[src/rtl/adam_pkg.sv]
// Shared types and constants for the fixed-point Adam update block.
// Used by adam_iter and adam_optimizer_update; depends on nothing else.
package adam_pkg;

	// Configuration register indexes.
	typedef enum logic [1:0] {
		REG_LEARNING_RATE = 2'd0,
		REG_FIRST_DECAY   = 2'd1,
		REG_SECOND_DECAY  = 2'd2,
		REG_STABILIZER    = 2'd3
	} cfg_reg_t;

	// One table entry: moments and shadow values of both phase values.
	typedef struct packed {
		logic signed [31:0] m2;
		logic signed [31:0] m1;
		logic [63:0]        v2;
		logic [63:0]        v1;
		logic signed [39:0] sh2;
		logic signed [39:0] sh1;
	} entry_t;

	// Request to the shared divide / square root iterator.
	typedef struct packed {
		logic        go;
		logic        sqrt;
		logic [48:0] rem0;
		logic [63:0] sh0;
		logic [48:0] den;
		logic [6:0]  cnt;
	} it_req_t;

	localparam logic [41:0] STEP_CAP = 42'h200_0000_0000;
	localparam logic [32:0] ONE_Q32  = 33'h1_0000_0000;
	localparam logic [24:0] ONE_Q24  = 25'h100_0000;

endpackage

[src/rtl/adam_iter.sv]
// Shared iterative unit: restoring division or integer square root, one bit a cycle.
// Depends on adam_pkg for the request type.
module adam_iter import adam_pkg::*; (
	input  logic        clk,
	input  logic        arst_n,
	input  it_req_t     req,
	output logic [63:0] quot,
	output logic        done
);

	logic        act_q;
	logic [6:0]  cnt_q;
	logic        sqrt_q;
	logic [48:0] rem_q;
	logic [63:0] sh_q;
	logic [63:0] q_q;
	logic [48:0] den_q;
	logic [49:0] trial;
	logic [49:0] sub_b;
	logic [49:0] diff;
	logic        ge;

	// A division shifts in one numerator bit, a square root two radicand bits.
	always_comb begin
		trial = sqrt_q ? {rem_q[47:0], sh_q[63:62]} : {rem_q, sh_q[63]};
		sub_b = sqrt_q ? {q_q[47:0], 2'b01} : {1'b0, den_q};
		ge    = trial >= sub_b;
		diff  = trial - sub_b;
	end

	always_ff @(posedge clk or negedge arst_n) begin
		if (!arst_n) begin
			act_q <= 1'b0;
			cnt_q <= '0;
		end else if (req.go) begin
			act_q <= 1'b1;
			cnt_q <= req.cnt;
		end else if (act_q && cnt_q != '0) begin
			cnt_q <= cnt_q - 7'd1;
		end
	end

	always_ff @(posedge clk) begin
		if (req.go) begin
			sqrt_q <= req.sqrt;
			rem_q  <= req.rem0;
			sh_q   <= req.sh0;
			den_q  <= req.den;
			q_q    <= '0;
		end else if (act_q && cnt_q != '0) begin
			rem_q <= ge ? diff[48:0] : trial[48:0];
			q_q   <= {q_q[62:0], ge};
			sh_q  <= sqrt_q ? {sh_q[61:0], 2'b00} : {sh_q[62:0], 1'b0};
		end
	end

	assign quot = q_q;
	assign done = act_q && (cnt_q == '0);

endmodule

[config.mk]
export PLATFORM = sky130hd
export DESIGN_NAME = adam_iter
export DESIGN_NICKNAME = d
export VERILOG_FILES = /design/src/rtl/adam_pkg.sv /design/src/rtl/adam_iter.sv
export SDC_FILE = /design/constraint.sdc
export NUM_CORES = 1
export LEC_CHECK = 0
export BUFFER_PORTS_ARGS = -buffer_cell sky130_fd_sc_hd__buf_4
export CAP_MARGIN = 20
export CORE_ASPECT_RATIO = 1.2
export CORE_MARGIN = 3
export CORE_UTILIZATION = 45
export CTS_BUF_LIST = sky130_fd_sc_hd__clkbuf_16
export DETAILED_ROUTE_END_ITERATION = 12
export PLACE_DENSITY = 0.66
export REMOVE_ABC_BUFFERS = 1
export SLEW_MARGIN = 20
export SYNTH_ARGS = -nofsm -noshare
export SYNTH_HDL_FRONTEND = slang
export SYNTH_SLANG_ARGS = --single-unit
[constraint.sdc]
create_clock -name clk -period 5.7 [get_ports clk]
set_input_delay 1.14 -clock clk [delete_from_list [all_inputs] [get_ports clk]]
set_output_delay 1.14 -clock clk [all_outputs]
set_load 0.01 [all_outputs]
==> run summary, run 1 <==
STATUS
--------------------------------------------------------------------------------
Outcome ........................................................... finished clean

DRT
--------------------------------------------------------------------------------
Via count .........................................................        10886
WL met3 ...........................................................      1940 um
WL final ..........................................................     33200 um
Top routing layer in use ..........................................         met4
Routed wirelength normalized by instance count ....................      16.4 um
Wire length on met1 ...............................................     14200 um
Drt first-iter violations .........................................          557
Residual antenna-violating net count after detailed routing .......            0
Met2 layer wire length in the routed design .......................     16500 um
Number of vias per cell after detailed routing ....................         5.38
Detailed-route DRC error count ....................................            0
Iteration count of the initial detailed-routing pass ..............            5

FLOORPLANNING
--------------------------------------------------------------------------------
DIE AREA ..........................................................   32500 um^2
Total I/O pin count ...............................................          238
Overall die width .................................................       165 um
Placeable core region .............................................   29800 um^2
Die height ........................................................       197 um
Effective utilization at floorplan ................................        45.9%
FP Rows ...........................................................           69

PLACEMENT
--------------------------------------------------------------------------------
Placed inst area ..................................................   15800 um^2
Post-DP HPWL ......................................................     24100 um
Final RePlAce weighted congestion .................................        0.874
Placement-stage worst setup slack .................................      1.23 ns
Port-buffer cells .................................................          237

FINISH
--------------------------------------------------------------------------------
Commonest cells after routing, fill and taps aside ................ 262 x sky130_fd_sc_hd__nand2_1, 249 x sky130_fd_sc_hd__buf_4, 163 x sky130_fd_sc_hd__edfxtp_1, 153 x sky130_fd_sc_hd__a21oi_1, 117 x sky130_fd_sc_hd__o21ai_0
Ratio of cells with drive above 1 in the final layout .............        22.0%
Post-layout nets ..................................................         1840
Count of antenna diodes in the layout .............................            0
Most common library cell in the layout ignoring fill and taps ..... sky130_fd_sc_hd__nand2_1
Total non-filler cell area in the finished layout .................   16600 um^2
Share of the core filled with cells in the final layout ...........        55.8%
Synth-to-Final Area Change ........................................        21.5%

YOSYS
--------------------------------------------------------------------------------
Dominant synthesized flop cell .................................... sky130_fd_sc_hd__edfxtp_1
Fraction of synthesized area in multiplexers ......................        12.8%
Summed instance area of the synthesized netlist ...................   13700 um^2
Number of enable-type register cells in the synthesized netlist ...          163
Cell count after synthesis ........................................         1421
Largest family of logic cells by synthesized area ................. compound AO/OA/AOI/OAI gates
Post-synthesis async set-or-reset flop share ......................        3.40%
Number of warnings issued by yosys ................................            0
Post-synthesis register bit count .................................          235
Simple-gate area share of the yosys netlist .......................        12.5%
Fraction of the mapped netlist area in compound gates .............        16.7%
Area share of fa/ha/maj cells after synthesis .....................        4.90%
Sequential area share after synthesis .............................        46.6%
Synthesized area per cell .........................................    9.63 um^2
Number of different library cells in the post-synthesis netlist ...           69
Synthesized-area fraction occupied by xor and xnor cells ..........        2.95%

CLOCKING
--------------------------------------------------------------------------------
Clk Latency, worst-skew pair ......................................      0.54 ns
Post-CTS Resized ..................................................            0
Clock sink count ..................................................          235
Root buf cell ..................................................... sky130_fd_sc_hd__clkbuf_16
Number of buffers inserted during clock tree synthesis ............           26
Cts-stage hold buffer count .......................................            0
CTS tree ..........................................................        built
Clock transition at the registers of the reported paths ...........      0.06 ns
Maximum buffer depth of the clock tree ............................            3
Number of buffers added for setup after CTS .......................            0
Number of H-tree levels ...........................................            1

POWER
--------------------------------------------------------------------------------
Net Switching .....................................................      2780 uW
Proportion of power drawn by the clock network ....................        22.2%
Sequential cell fraction of total power ...........................        31.5%
Worst VDD drop ....................................................       295 uV
Pleak .............................................................   0.00679 uW
Net Sw Frac .......................................................        37.5%
Logic gate share of total power ...................................        46.3%
P per Cell Area ...................................................  446 nW/um^2
Design internal power .............................................      4640 uW

WORST SETUP PATH
--------------------------------------------------------------------------------
Worst endpoint required time ......................................      5.98 ns
Most frequent cell on the critical path ........................... sky130_fd_sc_hd__buf_4
Endpoint class of the critical path ...............................         flop
Highest fanout seen on the critical path ..........................           30
Crit Path Category ................................................ flop to flop
Startpoint type of the worst setup path ...........................         flop
Peak per-stage delay on the critical path .........................      0.74 ns
Critical-path top delay cell ...................................... sky130_fd_sc_hd__edfxtp_1
Arrival time reported for the critical path endpoint ..............      4.73 ns
Critical-path cell list ........................................... buf_4 -> buf_4 -> mux2i_1 -> ha_1 -> a21oi_1 -> o21ai_0 -> nand2_1 -> o211ai_1 -> a221oi_1 -> o21ai_1 -> nor2_4 -> buf_4 -> mux2i_1 -> o21ai_0 -> a21boi_2
Reg-to-reg setup timing slack .....................................      1.25 ns

STA
--------------------------------------------------------------------------------
Worst relative slew slack .........................................        43.3%
Final period demand of the worst path .............................      4.45 ns
Final Cycle Share .................................................        78.1%
Final Max Tran Viols ..............................................            0
Worst-margin pin slew .............................................     0.850 ns
# setup viols final ...............................................            0
Final Worst Setup Slack ...........................................      1.25 ns
Number of failing hold endpoints at the final stage ...............            0
Max Clock Freq ....................................................    0.225 GHz
Setup repair after global routing missed its margin ...............        false
Final setup skew ..................................................    0.0220 ns

GLOBAL ROUTING
--------------------------------------------------------------------------------
Vias in the first global route ....................................        10710
Maximum number of pins on one net before global-route repair ......          105
Global-route wire length before repair ............................     53200 um
Global router's overall resource usage ............................        19.8%
Number of antenna violations at the first check in global routing .            0
Final global-route overflow total .................................            0

JOB
--------------------------------------------------------------------------------
Max-capacitance violation count ...................................            0

WORST HOLD PATH
--------------------------------------------------------------------------------
HP Class .......................................................... input pin to async pin

layout make-up:
class | instances | area [um^2]
clock inverters | 19 | 111
repair buffers | 253 | 1940
multi-input cells | 1061 | 6840
clock buffers | 29 | 726
flip-flops and latches | 235 | 6380
fillers | 2772 | 13200
inverters | 37 | 139
well taps | 390 | 488
cells by family after synthesis:
family          Yosys count
fa+ha+maj                53
flops                   235
simple gates            407
compound gates          387
mux                     168
xor+xnor                 46
buf+inv                 125
cell usage after synthesis (3+ instances only):
| cell type | number | area, um^2 |
|---|---|---|
| sky130_fd_sc_hd__nand2_1 | 264 | 991 |
| sky130_fd_sc_hd__edfxtp_1 | 163 | 4890 |
| sky130_fd_sc_hd__a21oi_1 | 153 | 766 |
| sky130_fd_sc_hd__o21ai_0 | 117 | 586 |
| sky130_fd_sc_hd__mux2i_1 | 115 | 1150 |
| sky130_fd_sc_hd__nor2_1 | 66 | 248 |
| sky130_fd_sc_hd__dfxtp_1 | 64 | 1280 |
| sky130_fd_sc_hd__clkbuf_1 | 63 | 236 |
| sky130_fd_sc_hd__mux2_2 | 53 | 597 |
| sky130_fd_sc_hd__ha_1 | 52 | 651 |
| sky130_fd_sc_hd__inv_1 | 36 | 135 |
| sky130_fd_sc_hd__xnor2_1 | 30 | 263 |
| sky130_fd_sc_hd__a211oi_1 | 26 | 195 |
| sky130_fd_sc_hd__o21a_1 | 20 | 150 |
| sky130_fd_sc_hd__xor2_1 | 16 | 140 |
| sky130_fd_sc_hd__nand3_1 | 15 | 75.1 |
| sky130_fd_sc_hd__buf_2 | 13 | 65.1 |
| sky130_fd_sc_hd__nand4_1 | 13 | 81.3 |
| sky130_fd_sc_hd__buf_1 | 12 | 45.0 |
| sky130_fd_sc_hd__o21bai_1 | 11 | 82.6 |
| sky130_fd_sc_hd__nor3_1 | 10 | 50.1 |
| sky130_fd_sc_hd__a21o_1 | 9 | 67.6 |
| sky130_fd_sc_hd__nor4_1 | 9 | 56.3 |
| sky130_fd_sc_hd__dfrtp_1 | 8 | 200 |
| sky130_fd_sc_hd__a31oi_1 | 6 | 37.5 |
| sky130_fd_sc_hd__and2_1 | 5 | 31.3 |
| sky130_fd_sc_hd__o211ai_1 | 5 | 37.5 |
| sky130_fd_sc_hd__nor2b_1 | 4 | 25.0 |
| sky130_fd_sc_hd__o2111ai_1 | 4 | 35.0 |
| sky130_fd_sc_hd__o21ai_1 | 4 | 20.0 |
| sky130_fd_sc_hd__o31ai_1 | 4 | 30.0 |
| sky130_fd_sc_hd__a21boi_0 | 3 | 22.5 |
| sky130_fd_sc_hd__nand2b_1 | 3 | 18.8 |
| sky130_fd_sc_hd__nand3b_1 | 3 | 22.5 |
power groups by stage:
stage,Sequential (uW),Clock [uW],Combinational [uW]
floorplan,2340,0,2650
finish,2340,1650,3440
global route,2370,1760,3870
CTS,2340,1690,3450
global placement,2360,0,3390
detailed placement,2370,0,3420
flip-flops by register name, summed over array words and instances (netlist names):
| name | count |
|---|---|
| sqrt_q | 1 |
| cnt_q | 7 |
| den_q | 49 |
| quot | 64 |
| act_q | 1 |
| rem_q | 49 |
| sh_q | 64 |
worst paths after layout:
path / start / to / cells past startpoint
worst min register to register: quot[49] / quot[50] / 2
max in group asynchronous: arst_n / cnt_q[4] / 1
worst min-delay path: arst_n / cnt_q[6] / 1
min in group clk: quot[49] / quot[50] / 2
worst max-delay path: sqrt_q / rem_q[45] / 15
worst max register to register: sqrt_q / rem_q[45] / 15
per-stage QoR:
stage	total power (uW)	hold WS, ns	setup TNS [ns]	instances
after global placement	5750	0.444	0	1976
after floorplan	4990	0.474	-230.88	1333
after global routing	8000	0.408	0	2024
final	7420	0.419	0	2024
after detailed placement	5790	0.466	0	1976
after CTS	7470	0.397	0	2024
critical path: cells and delay by family, from the launching register on:
family / cells / cell delay (ns)
flip-flops: 1 / 0.74
AND/OR/NAND/NOR: 2 / 0.27
buffers and inverters: 3 / 1.06
multiplexers: 2 / 0.47
adder cells (fa/ha/maj): 1 / 0.39
AO/OA/AOI/OAI: 7 / 1.22
layer usage:
metal,track usage (%),vias to the layer above
met5,0,-
met4,4.35,0
met3,3.85,45
met2,34.3,227
met1,25.5,5086
li1,-,5528
(Power assumes the default switching activity.)
==> run 2: changes to the inputs <==
--- a/config.mk
+++ b/config.mk
@@ -5,6 +5,7 @@
 export SDC_FILE = /design/constraint.sdc
 export NUM_CORES = 1
 export LEC_CHECK = 0
+export ABC_AREA = 1
 export BUFFER_PORTS_ARGS = -buffer_cell sky130_fd_sc_hd__buf_4
 export CAP_MARGIN = 20
 export CORE_ASPECT_RATIO = 1.2
==> constraint.sdc (replaced) <==
create_clock -name clk -period 4.5 [get_ports clk]
set_input_delay 0.9 -clock clk [delete_from_list [all_inputs] [get_ports clk]]
set_output_delay 0.9 -clock clk [all_outputs]
set_load 0.01 [all_outputs]
==> run summary, run 2 <==
FINISH
--------------------------------------------------------------------------------
Post-layout nets ..................................................         2641   +44%
Ratio of cells with drive above 1 in the final layout .............        15.0%   -7.0 points
Commonest cells after routing, fill and taps aside ................ 734 x sky130_fd_sc_hd__nand2_1, 363 x sky130_fd_sc_hd__inv_1, 259 x sky130_fd_sc_hd__buf_4, 163 x sky130_fd_sc_hd__edfxtp_1, 159 x sky130_fd_sc_hd__nor2_1
Share of the core filled with cells in the final layout ...........        55.1%   -0.70 points
Fill cell count ...................................................         3340   +20%
Most common library cell in the layout ignoring fill and taps ..... sky130_fd_sc_hd__nand2_1
Count of antenna diodes in the layout .............................            0   unchanged
Synth-to-Final Area Change ........................................        19.2%

STA
--------------------------------------------------------------------------------
Final Worst Setup Slack ...........................................     0.640 ns   -0.609 ns
# setup viols final ...............................................            0   unchanged
Total negative slack ..............................................         0 ns   unchanged
Final Max Tran Viols ..............................................            0   unchanged
Final Cycle Share .................................................        85.8%   +7.7 points
Final setup skew ..................................................   0.00996 ns   -0.0120 ns
Worst relative slew slack .........................................        50.2%   +6.9 points
Number of failing hold endpoints at the final stage ...............            0   unchanged
Final period demand of the worst path .............................      3.86 ns   -0.591 ns
Setup repair after global routing missed its margin ...............        false
Hold_ws ...........................................................     0.162 ns   -0.257 ns
Max Clock Freq ....................................................    0.259 GHz   +15%
Worst-margin pin slew .............................................     0.746 ns   -0.104 ns

DRT
--------------------------------------------------------------------------------
Iteration count of the initial detailed-routing pass ..............            5   unchanged
Via count .........................................................        14506   +33%
Number of vias per cell after detailed routing ....................         5.03   -6.5%
Drt first-iter violations .........................................          831   +49%
WL final ..........................................................     45100 um   +36%
Detailed-route DRC error count ....................................            0   unchanged
Residual antenna-violating net count after detailed routing .......            0   unchanged
Routed wirelength normalized by instance count ....................      15.6 um   -4.7%

FLOORPLANNING
--------------------------------------------------------------------------------
DIE AREA ..........................................................   36700 um^2   +13%
Effective utilization at floorplan ................................        46.2%   +0.31 points
Overall die width .................................................       175 um   +6.2%
Total I/O pin count ...............................................          238   unchanged
Placeable core region .............................................   33500 um^2   +13%
FP Rows ...........................................................           73   +5.8%
Die height ........................................................       209 um   +6.3%

GLOBAL ROUTING
--------------------------------------------------------------------------------
Maximum number of pins on one net before global-route repair ......          119   +13%
Global-route wire length before repair ............................     73700 um   +39%
Final global-route overflow total .................................            0   unchanged
Global router's overall resource usage ............................        24.3%   +4.5 points
Vias in the first global route ....................................        14630   +37%
Number of antenna violations at the first check in global routing .            0   unchanged

WORST HOLD PATH
--------------------------------------------------------------------------------
HP Class .......................................................... input pin to async pin

PLACEMENT
--------------------------------------------------------------------------------
Placement-stage worst setup slack .................................     0.638 ns   -0.594 ns
Post-DP HPWL ......................................................     34600 um   +43%
Final RePlAce weighted congestion .................................        0.983   +12%
Port-buffer cells .................................................          237   unchanged

CLOCKING
--------------------------------------------------------------------------------
Post-CTS Resized ..................................................            0   unchanged
Number of H-tree levels ...........................................            1   unchanged
CTS tree ..........................................................        built
Clock sink count ..................................................          235   unchanged
Number of buffers added for setup after CTS .......................            0   unchanged
Clock transition at the registers of the reported paths ...........      0.06 ns   about the same
Clk Latency, worst-skew pair ......................................      0.55 ns   about the same
Root buf cell ..................................................... sky130_fd_sc_hd__clkbuf_16
Cts-stage hold buffer count .......................................            0   unchanged
Maximum buffer depth of the clock tree ............................            3   unchanged
Number of buffers inserted during clock tree synthesis ............           26   unchanged

WORST SETUP PATH
--------------------------------------------------------------------------------
Highest fanout seen on the critical path ..........................           78   +160%
Reg-to-reg setup timing slack .....................................      0.64 ns   -0.61 ns
Crit Path Category ................................................ flop to flop
Arrival time reported for the critical path endpoint ..............      4.16 ns   -0.57 ns
Launching instance or port of the critical path ...................       sqrt_q
Startpoint type of the worst setup path ...........................         flop
Worst endpoint required time ......................................      4.80 ns   -1.18 ns
Critical Path Sink ................................................    rem_q[41]
End of the worst register-to-register path ........................    rem_q[41]
Number of cell instances on the worst register-to-register path ...           15   unchanged
Endpoint class of the critical path ...............................         flop
Reg-to-reg startpoint .............................................       sqrt_q

POWER
--------------------------------------------------------------------------------
P per Cell Area ...................................................  502 nW/um^2   +12%
Pleak .............................................................   0.00913 uW   +35%
Worst VDD drop ....................................................       308 uV   +4.4%

YOSYS
--------------------------------------------------------------------------------
Post-synthesis register bit count .................................          235   unchanged
Number of different library cells in the post-synthesis netlist ...           39   -43%
Share of the synthesized area in the top cell type ................        31.6%   -4.2 points
Synthesized area per cell .........................................    6.99 um^2   -27%
Largest cells by area after synthesis ............................. sky130_fd_sc_hd__edfxtp_1 32%, sky130_fd_sc_hd__nand2_1 18%, sky130_fd_sc_hd__inv_1 8.7%, sky130_fd_sc_hd__dfxtp_1 8.3%, sky130_fd_sc_hd__a21oi_1 4.9%
Number of warnings issued by yosys ................................            0   unchanged
Commonest cells post-synth ........................................ 735 x sky130_fd_sc_hd__nand2_1, 361 x sky130_fd_sc_hd__inv_1, 163 x sky130_fd_sc_hd__edfxtp_1
Sequential area share after synthesis .............................        41.1%   -5.5 points
Post-synthesis async set-or-reset flop share ......................        3.40%   unchanged
Cell type with the largest total area after synthesis ............. sky130_fd_sc_hd__edfxtp_1
Dominant synthesized flop cell .................................... sky130_fd_sc_hd__edfxtp_1
Cell count after synthesis ........................................         2219   +56%
Summed instance area of the synthesized netlist ...................   15500 um^2   +13%
Most used standard cell by instance count after synthesis ......... sky130_fd_sc_hd__nand2_1
Number of enable-type register cells in the synthesized netlist ...          163   unchanged

JOB
--------------------------------------------------------------------------------
Max-capacitance violation count ...................................            0   unchanged

STATUS
--------------------------------------------------------------------------------
Outcome ........................................................... finished clean

run 2: layout make-up:
cell class,instances,area (um^2),area share (%)
sequential,235,6380,34.5
clock buffer,27,676,3.66
tap,450,563,3.05
timing repair buffer,262,2000,10.8
inverter,365,1370,7.42
multi-input combinational,1525,7350,39.8
clock inverter,21,144,0.779
run 2: power by group:
group          leakage [uW]  internal [uW]  switching, uW  total, uW
sequential          0.00229           2710            153       2870
clock              0.000421           1190            871       2060
combinational       0.00642           1550           2790       4340
run 2: cells by family (layout without fill, tap and decap cells):
logic type,count (synthesis),count (layout),share of synthesized area (%)
AO/OA/AOI/OAI,319,319,11.0
adder cells (fa/ha/maj),53,53,4.33
flip-flops,235,235,41.1
buffers and inverters,459,675,11.6
AND/OR/NAND/NOR,1123,1123,30.3
multiplexers,1,1,0.0646
XOR/XNOR,29,29,1.64
run 2: per-stage QoR:
| stage | cells | total power, uW | area [um^2] |
|---|---|---|---|
| final | 2885 | 9270 | 18500 |
| after CTS | 2885 | 9340 | 18500 |
| after detailed placement | 2837 | 7240 | 17700 |
| after global routing | 2885 | 10100 | 18500 |
| after global placement | 2837 | 7210 | 17700 |
| after floorplan | 2125 | 5960 | 15100 |
run 2: worst min path at each step:
stage	to	slack (ns)
floorplan	act_q	0.45
global placement	quot[63]	0.44
detailed placement	quot[63]	0.45
CTS	cnt_q[6]	0.14
global route	cnt_q[6]	0.14
finish	cnt_q[6]	0.16
run 2: worst max-delay path: stages, from the launching register on:
cell and delay [ns]:
sky130_fd_sc_hd__edfxtp_1 0.56, sky130_fd_sc_hd__buf_4 0.64, sky130_fd_sc_hd__o21ai_0 0.28, sky130_fd_sc_hd__inv_1 0.11
sky130_fd_sc_hd__ha_1 0.30, sky130_fd_sc_hd__nand2_1 0.14, sky130_fd_sc_hd__inv_1 0.05, sky130_fd_sc_hd__a21oi_1 0.21
sky130_fd_sc_hd__inv_1 0.06, sky130_fd_sc_hd__a21oi_1 0.13, sky130_fd_sc_hd__nand2_1 0.11, sky130_fd_sc_hd__a21oi_4 0.20
sky130_fd_sc_hd__buf_4 0.43, sky130_fd_sc_hd__nand4_1 0.15, sky130_fd_sc_hd__nand3_1 0.12, sky130_fd_sc_hd__nand2_1 0.07
run 2: routing by layer:
| metal | vias to the layer above | global-route usage, % | wire, um |
|---|---|---|---|
| met4 | 0 | 5.35 | 851 |
| li1 | 7492 | - | - |
| met1 | 6607 | 30.0 | 19200 |
| met2 | 348 | 43.2 | 22000 |
| met3 | 59 | 5.74 | 3090 |
| met5 | - | 0 | 0 |
